<file path="config.mk">
export PLATFORM = sky130hd
export DESIGN_NAME = scalar_kalman_filter_flat
export DESIGN_NICKNAME = d
export VERILOG_FILES = /design/src/design/skf_pkg.sv /design/src/design/skf_if.sv /design/src/design/skf_ctrl.sv /design/src/design/skf_dp.sv /design/src/design/scalar_kalman_filter.sv /design/src/flat_wrapper.sv
export SDC_FILE = /design/constraint.sdc
export NUM_CORES = 2
export LEC_CHECK = 0
export ABC_AREA = 1
export BUFFER_PORTS_ARGS = -buffer_cell sky130_fd_sc_hd__clkbuf_2
export CORE_MARGIN = 2
export CORE_UTILIZATION = 35
export CTS_CLUSTER_DIAMETER = 120
export DETAILED_ROUTE_END_ITERATION = 10
export SYNTH_ARGS = -nofsm -noshare
export SYNTH_HDL_FRONTEND = slang
export SYNTH_SLANG_ARGS = --single-unit
</file>
<file path="constraint.sdc">
create_clock -name clk -period 15.9 [get_ports clk]
set_clock_uncertainty 0.2 [all_clocks]
set_input_delay 0.795 -clock clk [delete_from_list [all_inputs] [get_ports clk]]
set_output_delay 0.795 -clock clk [all_outputs]
set_load 0.005 [all_outputs]
</file>
<file path="src/design/skf_pkg.sv">
// Shared types and constants for the scalar Kalman filter.
package skf_pkg;

  localparam int VALUE_W     = 32;
  localparam int VAR_W       = 31;
  localparam int CFG_INDEX_W = 1;
  localparam int CFG_DATA_W  = 31;

  localparam logic [CFG_INDEX_W-1:0] CFG_PROCESS_NOISE = 1'b0;
  localparam logic [CFG_INDEX_W-1:0] CFG_MEASURE_NOISE = 1'b1;

  typedef enum logic [2:0] {
    ST_IDLE,
    ST_PRED,
    ST_SETUP,
    ST_DIV,
    ST_MUL_EST,
    ST_ADD_EST,
    ST_MUL_VAR,
    ST_DONE
  } skf_state_t;

  typedef struct packed {
    logic load_in;
    logic pred;
    logic setup;
    logic div_step;
    logic mul_est;
    logic add_est;
    logic mul_var;
    logic finish;
  } skf_cmd_t;

  typedef struct packed {
    logic div_last;
  } skf_status_t;

endpackage

</file>
<file path="src/design/skf_if.sv">
// Valid/ready channel interfaces for samples and filter results.
interface skf_sample_if import skf_pkg::*; ();
  logic                      valid;
  logic                      ready;
  logic signed [VALUE_W-1:0] measurement;

  modport source (output valid, output measurement, input ready);
  modport sink (input valid, input measurement, output ready);
endinterface

interface skf_result_if import skf_pkg::*; ();
  logic                      valid;
  logic                      ready;
  logic signed [VALUE_W-1:0] estimate;
  logic        [VAR_W-1:0]   variance;

  modport source (output valid, output estimate, output variance, input ready);
  modport sink (input valid, input estimate, input variance, output ready);
endinterface

</file>
<file path="src/design/skf_ctrl.sv">
// Sequencing state machine and output beat flag for the Kalman filter.
module skf_ctrl import skf_pkg::*; (
  input  logic        clk,
  input  logic        rst,
  input  logic        in_valid,
  output logic        in_ready,
  output logic        out_valid,
  input  logic        out_ready,
  output skf_cmd_t    cmd,
  input  skf_status_t status
);

  skf_state_t state, state_next;
  logic       out_valid_next;
  logic       slot_free;

  assign slot_free = !out_valid || out_ready;

  always_ff @(posedge clk) begin
    if (rst) begin
      state     <= ST_IDLE;
      out_valid <= 1'b0;
    end else begin
      state     <= state_next;
      out_valid <= out_valid_next;
    end
  end

  always_comb begin
    state_next = state;
    case (state)
      ST_IDLE:    if (in_valid) state_next = ST_PRED;
      ST_PRED:    state_next = ST_SETUP;
      ST_SETUP:   state_next = ST_DIV;
      ST_DIV:     if (status.div_last) state_next = ST_MUL_EST;
      ST_MUL_EST: state_next = ST_ADD_EST;
      ST_ADD_EST: state_next = ST_MUL_VAR;
      ST_MUL_VAR: state_next = ST_DONE;
      ST_DONE:    if (slot_free) state_next = ST_IDLE;
      default:    state_next = ST_IDLE;
    endcase
  end

  always_comb begin
    cmd      = '0;
    in_ready = 1'b0;
    case (state)
      ST_IDLE: begin
        in_ready    = 1'b1;
        cmd.load_in = in_valid;
      end
      ST_PRED:    cmd.pred     = 1'b1;
      ST_SETUP:   cmd.setup    = 1'b1;
      ST_DIV:     cmd.div_step = 1'b1;
      ST_MUL_EST: cmd.mul_est  = 1'b1;
      ST_ADD_EST: cmd.add_est  = 1'b1;
      ST_MUL_VAR: cmd.mul_var  = 1'b1;
      ST_DONE:    cmd.finish   = slot_free;
      default:    cmd          = '0;
    endcase
  end

  always_comb begin
    if (cmd.finish) begin
      out_valid_next = 1'b1;
    end else if (out_ready) begin
      out_valid_next = 1'b0;
    end else begin
      out_valid_next = out_valid;
    end
  end

endmodule

</file>
<file path="src/design/skf_dp.sv">
// Datapath: configuration, filter state, serial divider and shared multiplier.
module skf_dp import skf_pkg::*; #(
  parameter int FRAC_BITS = 16
) (
  input  logic                      clk,
  input  logic                      rst,
  input  logic                      cfg_wr_en,
  input  logic [CFG_INDEX_W-1:0]    cfg_index,
  input  logic [CFG_DATA_W-1:0]     cfg_data,
  input  logic signed [VALUE_W-1:0] measurement,
  input  skf_cmd_t                  cmd,
  output skf_status_t               status,
  output logic signed [VALUE_W-1:0] out_estimate,
  output logic [VAR_W-1:0]          out_variance
);

  localparam int GW = FRAC_BITS + 1;
  localparam int CW = $clog2(FRAC_BITS + 1);
  localparam int AW = VALUE_W + 2;
  localparam int BW = GW + 1;
  localparam int PW = AW + BW;
  localparam int SW = PW - FRAC_BITS;
  localparam logic [VAR_W-1:0] Q_RESET =
    VAR_W'(((64'd2 << FRAC_BITS) + 64'd50) / 64'd100);
  localparam logic [VAR_W-1:0] R_RESET = VAR_W'(64'd7 << FRAC_BITS);
  localparam logic [GW-1:0]    ONE     = GW'(1) << FRAC_BITS;
  localparam logic [VAR_W-1:0] VAR_MAX = '1;

  logic [VAR_W-1:0]          q_noise;
  logic [VAR_W-1:0]          r_noise;
  logic signed [VALUE_W-1:0] est;
  logic [VAR_W-1:0]          var_st;
  logic signed [VALUE_W-1:0] meas;
  logic [VAR_W-1:0]          pmid;
  logic [VAR_W:0]            denom;
  logic                      denom_zero;
  logic [VAR_W+1:0]          rem;
  logic [GW-1:0]             gain;
  logic [CW-1:0]             cnt;
  logic signed [VALUE_W:0]   diff;
  logic signed [PW-1:0]      prod;

  logic [VAR_W:0]            pmid_sum;
  logic                      rem_ge;
  logic [VAR_W+1:0]          rem_sub;
  logic [VAR_W:0]            rem_keep;
  logic signed [AW-1:0]      mul_a;
  logic signed [BW-1:0]      mul_b;
  logic signed [SW-1:0]      prod_sh;
  logic signed [SW:0]        est_sum;
  logic signed [VALUE_W-1:0] est_sat;
  logic [VAR_W-1:0]          var_sat;

  assign status.div_last = (cnt == '0);

  assign pmid_sum = {1'b0, var_st} + {1'b0, q_noise};
  assign rem_ge   = !denom_zero && (rem >= {1'b0, denom});
  assign rem_sub  = rem - {1'b0, denom};
  assign rem_keep = rem_ge ? rem_sub[VAR_W:0] : rem[VAR_W:0];

  always_comb begin
    if (cmd.mul_var) begin
      mul_a = AW'({1'b0, pmid});
      mul_b = BW'({1'b0, ONE - gain});
    end else begin
      mul_a = AW'(diff);
      mul_b = BW'({1'b0, gain});
    end
  end

  assign prod_sh = prod[PW-1:FRAC_BITS];
  assign est_sum = (SW+1)'(est) + (SW+1)'(prod_sh);

  always_comb begin
    if (!est_sum[SW] && (|est_sum[SW-1:VALUE_W-1])) begin
      est_sat = {1'b0, {(VALUE_W-1){1'b1}}};
    end else if (est_sum[SW] && !(&est_sum[SW-1:VALUE_W-1])) begin
      est_sat = {1'b1, {(VALUE_W-1){1'b0}}};
    end else begin
      est_sat = est_sum[VALUE_W-1:0];
    end
  end

  assign var_sat = (|prod_sh[SW-1:VAR_W]) ? VAR_MAX : prod_sh[VAR_W-1:0];

  always_ff @(posedge clk) begin
    if (rst) begin
      q_noise <= Q_RESET;
      r_noise <= R_RESET;
    end else if (cfg_wr_en) begin
      case (cfg_index)
        CFG_PROCESS_NOISE: q_noise <= cfg_data;
        CFG_MEASURE_NOISE: r_noise <= cfg_data;
        default: ;
      endcase
    end
  end

  always_ff @(posedge clk) begin
    if (rst) begin
      est    <= '0;
      var_st <= '0;
    end else begin
      if (cmd.add_est) begin
        est <= est_sat;
      end
      if (cmd.finish) begin
        var_st <= var_sat;
      end
    end
  end

  always_ff @(posedge clk) begin
    if (cmd.load_in) begin
      meas <= measurement;
    end
    if (cmd.pred) begin
      pmid <= pmid_sum[VAR_W] ? VAR_MAX : pmid_sum[VAR_W-1:0];
    end
    if (cmd.setup) begin
      denom      <= {1'b0, pmid} + {1'b0, r_noise};
      denom_zero <= (pmid == '0) && (r_noise == '0);
      rem        <= {2'b00, pmid};
      gain       <= '0;
      cnt        <= CW'(FRAC_BITS);
      diff       <= (VALUE_W+1)'(meas) - (VALUE_W+1)'(est);
    end
    if (cmd.div_step) begin
      rem  <= {rem_keep, 1'b0};
      gain <= {gain[GW-2:0], rem_ge};
      cnt  <= cnt - 1'b1;
    end
    if (cmd.mul_est || cmd.mul_var) begin
      prod <= mul_a * mul_b;
    end
    if (cmd.finish) begin
      out_estimate <= est;
      out_variance <= var_sat;
    end
  end

endmodule

</file>
<file path="src/design/scalar_kalman_filter.sv">
// Top level of the scalar Kalman filter: controller, datapath and channel ports.
//
// The block takes one measurement beat on the sample channel and returns one
// result beat (estimate and updated variance) on the result channel.
// Configuration is written through cfg_wr_en, cfg_index and cfg_data:
// index 0 sets the process noise Q and index 1 the measurement noise R,
// both unsigned fixed point with FRAC_BITS fractional bits. Write them only
// while the filter is idle.
// A sample passes prediction, divider setup, division, estimate multiply,
// estimate add, variance multiply and done; the next is taken only in idle.
// The gain division runs as a restoring divider, one quotient bit per cycle,
// FRAC_BITS + 1 quotient bits in all, and one shared multiplier forms both products.
// Reset clears the estimate and variance, loads Q = 0.02 and R = 7.0 and
// drops the result valid.
// The finished result sits in an output register; the filter accepts and
// works on the next sample while it waits, and holds in its last step until
// the receiver takes the pending beat.
module scalar_kalman_filter import skf_pkg::*; #(
  parameter int FRAC_BITS = 16
) (
  input  logic                   clk,
  input  logic                   rst,
  input  logic                   cfg_wr_en,
  input  logic [CFG_INDEX_W-1:0] cfg_index,
  input  logic [CFG_DATA_W-1:0]  cfg_data,
  skf_sample_if.sink             sample,
  skf_result_if.source           result
);

  skf_cmd_t    cmd;
  skf_status_t status;

  skf_ctrl u_ctrl (
    .clk       (clk),
    .rst       (rst),
    .in_valid  (sample.valid),
    .in_ready  (sample.ready),
    .out_valid (result.valid),
    .out_ready (result.ready),
    .cmd       (cmd),
    .status    (status)
  );

  skf_dp #(
    .FRAC_BITS (FRAC_BITS)
  ) u_dp (
    .clk          (clk),
    .rst          (rst),
    .cfg_wr_en    (cfg_wr_en),
    .cfg_index    (cfg_index),
    .cfg_data     (cfg_data),
    .measurement  (sample.measurement),
    .cmd          (cmd),
    .status       (status),
    .out_estimate (result.estimate),
    .out_variance (result.variance)
  );

endmodule

</file>
<file path="src/flat_wrapper.sv">
// flat-port wrapper written by rule: the top's interface ports become plain ports
module scalar_kalman_filter_flat import skf_pkg::*;
#(
  parameter int FRAC_BITS = 16
)
  (clk, rst, cfg_wr_en, cfg_index, cfg_data, sample_valid, sample_measurement, sample_ready, result_valid, result_estimate, result_variance, result_ready);
  skf_sample_if sample_i ();
  skf_result_if result_i ();
  input  logic clk;
  input  logic rst;
  input  logic cfg_wr_en;
  input  logic [CFG_INDEX_W-1:0] cfg_index;
  input  logic [CFG_DATA_W-1:0] cfg_data;
  input wire logic [$bits(sample_i.valid)-1:0] sample_valid;
  input wire logic [$bits(sample_i.measurement)-1:0] sample_measurement;
  output wire logic [$bits(sample_i.ready)-1:0] sample_ready;
  output wire logic [$bits(result_i.valid)-1:0] result_valid;
  output wire logic [$bits(result_i.estimate)-1:0] result_estimate;
  output wire logic [$bits(result_i.variance)-1:0] result_variance;
  input wire logic [$bits(result_i.ready)-1:0] result_ready;
  assign sample_i.valid = sample_valid;
  assign sample_i.measurement = sample_measurement;
  assign sample_ready = sample_i.ready;
  assign result_valid = result_i.valid;
  assign result_estimate = result_i.estimate;
  assign result_variance = result_i.variance;
  assign result_i.ready = result_ready;
  scalar_kalman_filter #(.FRAC_BITS(FRAC_BITS)) u_core (.clk(clk), .rst(rst), .cfg_wr_en(cfg_wr_en), .cfg_index(cfg_index), .cfg_data(cfg_data), .sample(sample_i), .result(result_i));
endmodule
</file>
---- Word level (Yosys, flattened, before mapping) ----
Index checks and enable logic that the tools add are counted.
word-level totals
  output and inout bits ................... 65
  flip-flop bits (word level) ............. 428
  input bits .............................. 69
  logic and storage cells ................. 87
cells by class
  multiply operators ...................... 1
  order comparisons ....................... 1
  eq/ne operators ......................... 10
  reductions and logical operators ........ 22
  add/subtract/negate cells ............... 7
  muxes and demuxes ....................... 27
  bitwise logic cells ..................... 1
operators by type and width
  operator                  count
  $mux W32                  3
  $mux W33                  2
  $add A31 B31 Y32          2
  $logic_not A31 Y1         2
  $mul A34 B18 Y52          1
  $mux W17                  3
  $add A32 B36 Y37          1
  $mux W34                  1
  $ge A33 B32 Y1            1
  $sub A32 B32 Y33          1
  $sub A32 B32 Y32          1
  $mux W31                  1
  $pmux W3 S8               1
  $sub A17 B17 Y17 const A  1
  $eq A3 B3 Y1 const B      4
  $mux W1                   11
  $mux W5                   2
  $reduce_or A5 Y1          2
  $mux W3                   3
  $eq A3 B2 Y1 const B      2
  $logic_not A5 Y1          1
  $reduce_and A5 Y1         1
  $sub A5 B1 Y5 const B     1
  $logic_and A1 B1 Y1       4
  other kinds (10)          17

---- Depth between registers and ports, before layout ----
  word-level depth ........................ 6
  gate-level depth with buffers ........... 39
  gate-level depth less buffers ........... 38

---- Modules after synthesis ----
From an unflattened synthesis, not the netlist that was laid out.
unflattened totals
  cell total of the unflattened synthesis .. 5524
  area, all modules ....................... 44472.7 um2
modules (own cells, without submodules)
  module    cells each  sequential area each (um2)  area an instance (um2)  instances
  skf_dp    5476        10990.5                     44191.1                 1
  skf_ctrl  48          80.1                        281.5                   1

---- Worst setup path before layout ----
Ideal clock, no wire load.
  path type ............................... flip-flop to flip-flop
  from .................................... register u_core.u_ctrl.state[2]
  to ...................................... register u_core.u_dp.prod[51], data pin
  arrival time ............................ 7.296 ns
  stages on the path, launching flop included .. 28
  buffers on the path ..................... 3
  required time ........................... 15.438 ns
  period minus slack after synthesis ...... 7.758 ns
  library setup time ...................... 0.262 ns
  path slack .............................. 8.142 ns
  cells stage by stage .................... dfxtp_1 > inv_2 > nor2_2 > nand2_1 > buf_2 > buf_2 > nand2_1 > buf_2 > nor2_1 > fa_1 > inv_1 > fa_1 > inv_1 > fa_1 > fa_1 > fa_1 > inv_1 > fa_1 > inv_1 > ha_1 > nand2_1 > nor2_1 > inv_1 > nor4_1 > nand3_1 > nand3_1 > a21oi_1 > xor2_1
between the ends
  longest elaborated chain between the ends .. 4
  elaborated cells between the ends (all ways) .. 5
  classes of those cells .................. mul (1); eq/ne (1); mux (3)
ends and longest elaborated chain
  what                                         RTL line        RTL
  start, declared                              skf_ctrl.sv:13  skf_state_t state, state_next;
  start signal, assigned                       skf_ctrl.sv:24  state <= state_next;
  $eq A3 B3 Y1 *                               skf_ctrl.sv:47  case (state)
  $mux W1 *                                    skf_ctrl.sv:47
  $mux W34 / $mux W17 (equally long branches)  skf_dp.sv:62    if (cmd.mul_var) begin
  $mul A34 B18 Y52 *                           skf_dp.sv:134   prod <= mul_a * mul_b;
  end signal, assigned                         skf_dp.sv:134
  end, declared                                skf_dp.sv:41    logic signed [PW-1:0] prod;
Mark *: on every way between the ends. The rest lies on a longest branch, timed or not.
A chain may end at the register's enable or synchronous reset.

---- Final worst setup path ----
  from .................................... register u_core.u_ctrl.state[2]
  to ...................................... register u_core.u_dp.prod[35], data pin
The elaborated chain is that of the path after synthesis.

==> results.py <==
metrics = {
    "status": {
        "outcome": "finished clean",
    },
    "synth": {
        "synthCells": 5444,
        "yosysTopAreaCell": "fa_1",
        "synth_top_cell_area_share_pct": 24.5,
        "ys_ff_latch": 412,
        "synthTopCellsByArea": "fa_1 24%, edfxtp_1 19%, nand2_1 9.7%",
        "synth.avg_cell_area_um2": 8.16,
        "syn_area_um2": 44400,
        "ys_warn_count": 0,
        "synth_edf_count": 282,
        "synth_nets": 6338,
        "async_reset_ff_share_pct": 0,
        "synth_ff_type": "edfxtp_1",
        "synthDistinctLibCells": 54,
        "synth_seq_area_share_pct": 24.9,
    },
    "worst_setup_path": {
        "critical_path_buf_inv_count": 8,
        "r2r-start": "u_core.u_ctrl.state[2]$_SDFFE_PP0P_",
        "crit_type": "flop to flop",
        "crit_family": "adder cells",
        "crit_path_max_incr_delay_ps": 780,
        "path_max_fanout": 43,
        "crit_arrival_ps": 10170,
        "endpoint_kind": "flop",
        "r2r_setup_slack_ps": 5920,
        "worstReg2RegEnd": "u_core.u_dp.prod[35]$_DFFE_PP_",
        "crit_required_ps": 16090,
        "start_kind": "flop",
        "ff2ff_path_depth": 27,
        "cp_common_cell": "fa_1",
        "critPathSlowestCell": "inv_1",
    },
    "global_route": {
        "grt_pass1_vias": 37000,
        "grt_pass1_wl_um": 222000,
        "grt_max_degree": 105,
        "grtUsageTotal_pct": 22.3,
        "grt-ovfl-total": 0,
        "grt_antenna_before_repair": 7,
    },
    "clock_tree": {
        "cts.repair.resized": 0,
        "cts_tree": "done",
        "root_buffer": "clkbuf_16",
        "cts.clk_slew.worst_paths_ps": 60,
        "htreeDepth": 2,
        "clk_latency_ps": 650,
        "clockBufferDepth": 3,
        "post_cts.repair.setup_buffers": 0,
        "clock_sink_count": 412,
        "cts_made_buffers": 47,
        "holdBufCountCts": 0,
    },
    "final_layout": {
        "fin_nets": 6408,
        "area_growth_pct": 9.10,
        "drive_above_1_share_pct": 6.83,
    },
    "sta": {
        "final.period_utilization_pct": 62.8,
        "rsz0062_at_grt": "false",
        "fmax_mhz": 100,
        "setup_violations": 0,
        "slew_headroom_pct": 16.7,
        "timing_hold_violations_final": 0,
        "drv_slew": 0,
        "period_needed_ps": 9980,
        "tightest_slew_ps": 1250,
        "setup_tns_ps": 0,
    },
    "worst_hold_path": {
        "hold_path_class": "input port to flop",
        "hold_path.startpoint": "sample_measurement[28]",
        "hold_depth": 1,
        "hold_end": "u_core.u_dp.meas[28]$_DFFE_PP_",
    },
    "floorplan": {
        "core_um2": 126000,
        "fp.dieH_um": 360,
        "die_w_um": 360,
        "die_area_um2": 130000,
        "initial_core_util_pct": 35.3,
        "num_rows": 130,
        "io-pin-count": 134,
    },
    "place": {
        "globalplace.congestion": 0.952,
        "dpl.hpwl_um": 119000,
        "port_buffers": 133,
    },
    "drt": {
        "vias": 36700,
        "detail-route-antenna-nets": 0,
        "drtIter0Drc": 3046,
        "wl_per_cell_um": 20.2,
        "drt-total-wl_um": 146000,
        "first_pass_iters": 5,
        "drc": 0,
        "routed_via_density": 5.10,
    },
    "job": {
        "cap_violations": 0,
    },
}
==> cells in the mapped netlist, drive strengths merged, types with 47 or more instances <==
cell / number
xnor2: 65
edfxtp: 282
ha: 282
a21oi: 292
nor3: 48
o21ai: 269
dfxtp: 130
clkbuf: 63
nand2: 1157
fa: 543
nor2: 557
inv: 1101
buf: 86
nand3: 190
a31oi: 47
xor2: 107
==> worst max-delay path by stage <==
stage	start	endpoint	slack, ps	cells after the start
after floorplan	u_core.u_ctrl.state[2]$_SDFFE_PP0P_	u_core.u_dp.prod[51]$_DFFE_PP_	8140	27
after global routing	u_core.u_ctrl.state[2]$_SDFFE_PP0P_	u_core.u_dp.prod[35]$_DFFE_PP_	5070	27
after CTS	u_core.u_ctrl.state[2]$_SDFFE_PP0P_	u_core.u_dp.prod[35]$_DFFE_PP_	6040	27
after global placement	u_core.u_ctrl.state[2]$_SDFFE_PP0P_	u_core.u_dp.prod[51]$_DFFE_PP_	6160	28
after detailed placement	u_core.u_ctrl.state[2]$_SDFFE_PP0P_	u_core.u_dp.prod[51]$_DFFE_PP_	6050	27
final	u_core.u_ctrl.state[2]$_SDFFE_PP0P_	u_core.u_dp.prod[35]$_DFFE_PP_	5920	27
==> per-stage QoR <==
stage	util [%]	area (um2)	cells	worst slack, ps	hold WS, ps
finish	38.6	48500	7205	5920	124
global route	38.6	48500	7203	5070	101
global placement	37.2	46800	7115	6160	257
CTS	38.6	48500	7203	6040	77.4
detailed placement	37.2	46800	7115	6050	264
floorplan	-	44400	5444	8140	235
==> final cells by class <==
class | count | area, um2
clock inverters | 27 | 374
clock buffers | 61 | 1290
fillers | 13000 | 77300
well taps | 1650 | 2060
diodes | 2 | 5.00
flip-flops and latches | 412 | 11100
multi-input cells | 3778 | 28600
inverters | 1105 | 4150
repair buffers | 170 | 943
==> layer usage <==
metal | vias up | GRT usage (%) | routed length (um) | part of all wire (%)
li1 | 17100 | - | - | -
met1 | 18100 | 29.7 | 62000 | 43
met2 | 1230 | 36.9 | 68200 | 47
met3 | 256 | 3.07 | 9550 | 6.6
met4 | 0 | 8.45 | 5850 | 4.0
met5 | - | 0 | 0 | 0
==> placed cells by master (no fill, tap or decap), types with 40 or more instances in the layout <==
cell type  netlist  layout
edfxtp_1       282     282
nor3_1          43      40
nor2_1         551     548
nand3_1        182     182
xor2_1         107     103
inv_1         1092    1090
ha_1           282     282
nand2_1       1149    1148
a21oi_1        261     261
dfxtp_1        130     130
clkbuf_2         0     133
a31oi_1         47      47
fa_1           543     543
o21ai_0        234     234
xnor2_1         65      65
clkbuf_16        0      47
==> logic make-up after synthesis <==
family	after synthesis	synth area share, %
AND/OR/NAND/NOR	2067	19.1
buffers and inverters	1254	11.0
adder cells (fa/ha/maj)	825	32.4
AO/OA/AOI/OAI	714	9.24
flip-flops	412	24.9
XOR/XNOR	172	3.39
==> state kept, by name, indices dropped and copies added, names as in the netlist, 5 cells and up <==
signal,flops
u_core.u_dp.prod,36
u_core.u_dp.diff,33
u_core.u_dp.rem,33
u_core.u_dp.denom,32
u_core.u_dp.est,32
u_core.u_dp.meas,32
u_core.u_dp.out_estimate,32
u_core.u_dp.out_variance,31
u_core.u_dp.pmid,31
u_core.u_dp.q_noise,31
u_core.u_dp.r_noise,31
u_core.u_dp.var_st,31
u_core.u_dp.gain,17
u_core.u_dp.cnt,5
Power is not shown: default switching activity piles up to over one toggle a cycle in this logic, so the estimate is an artifact.
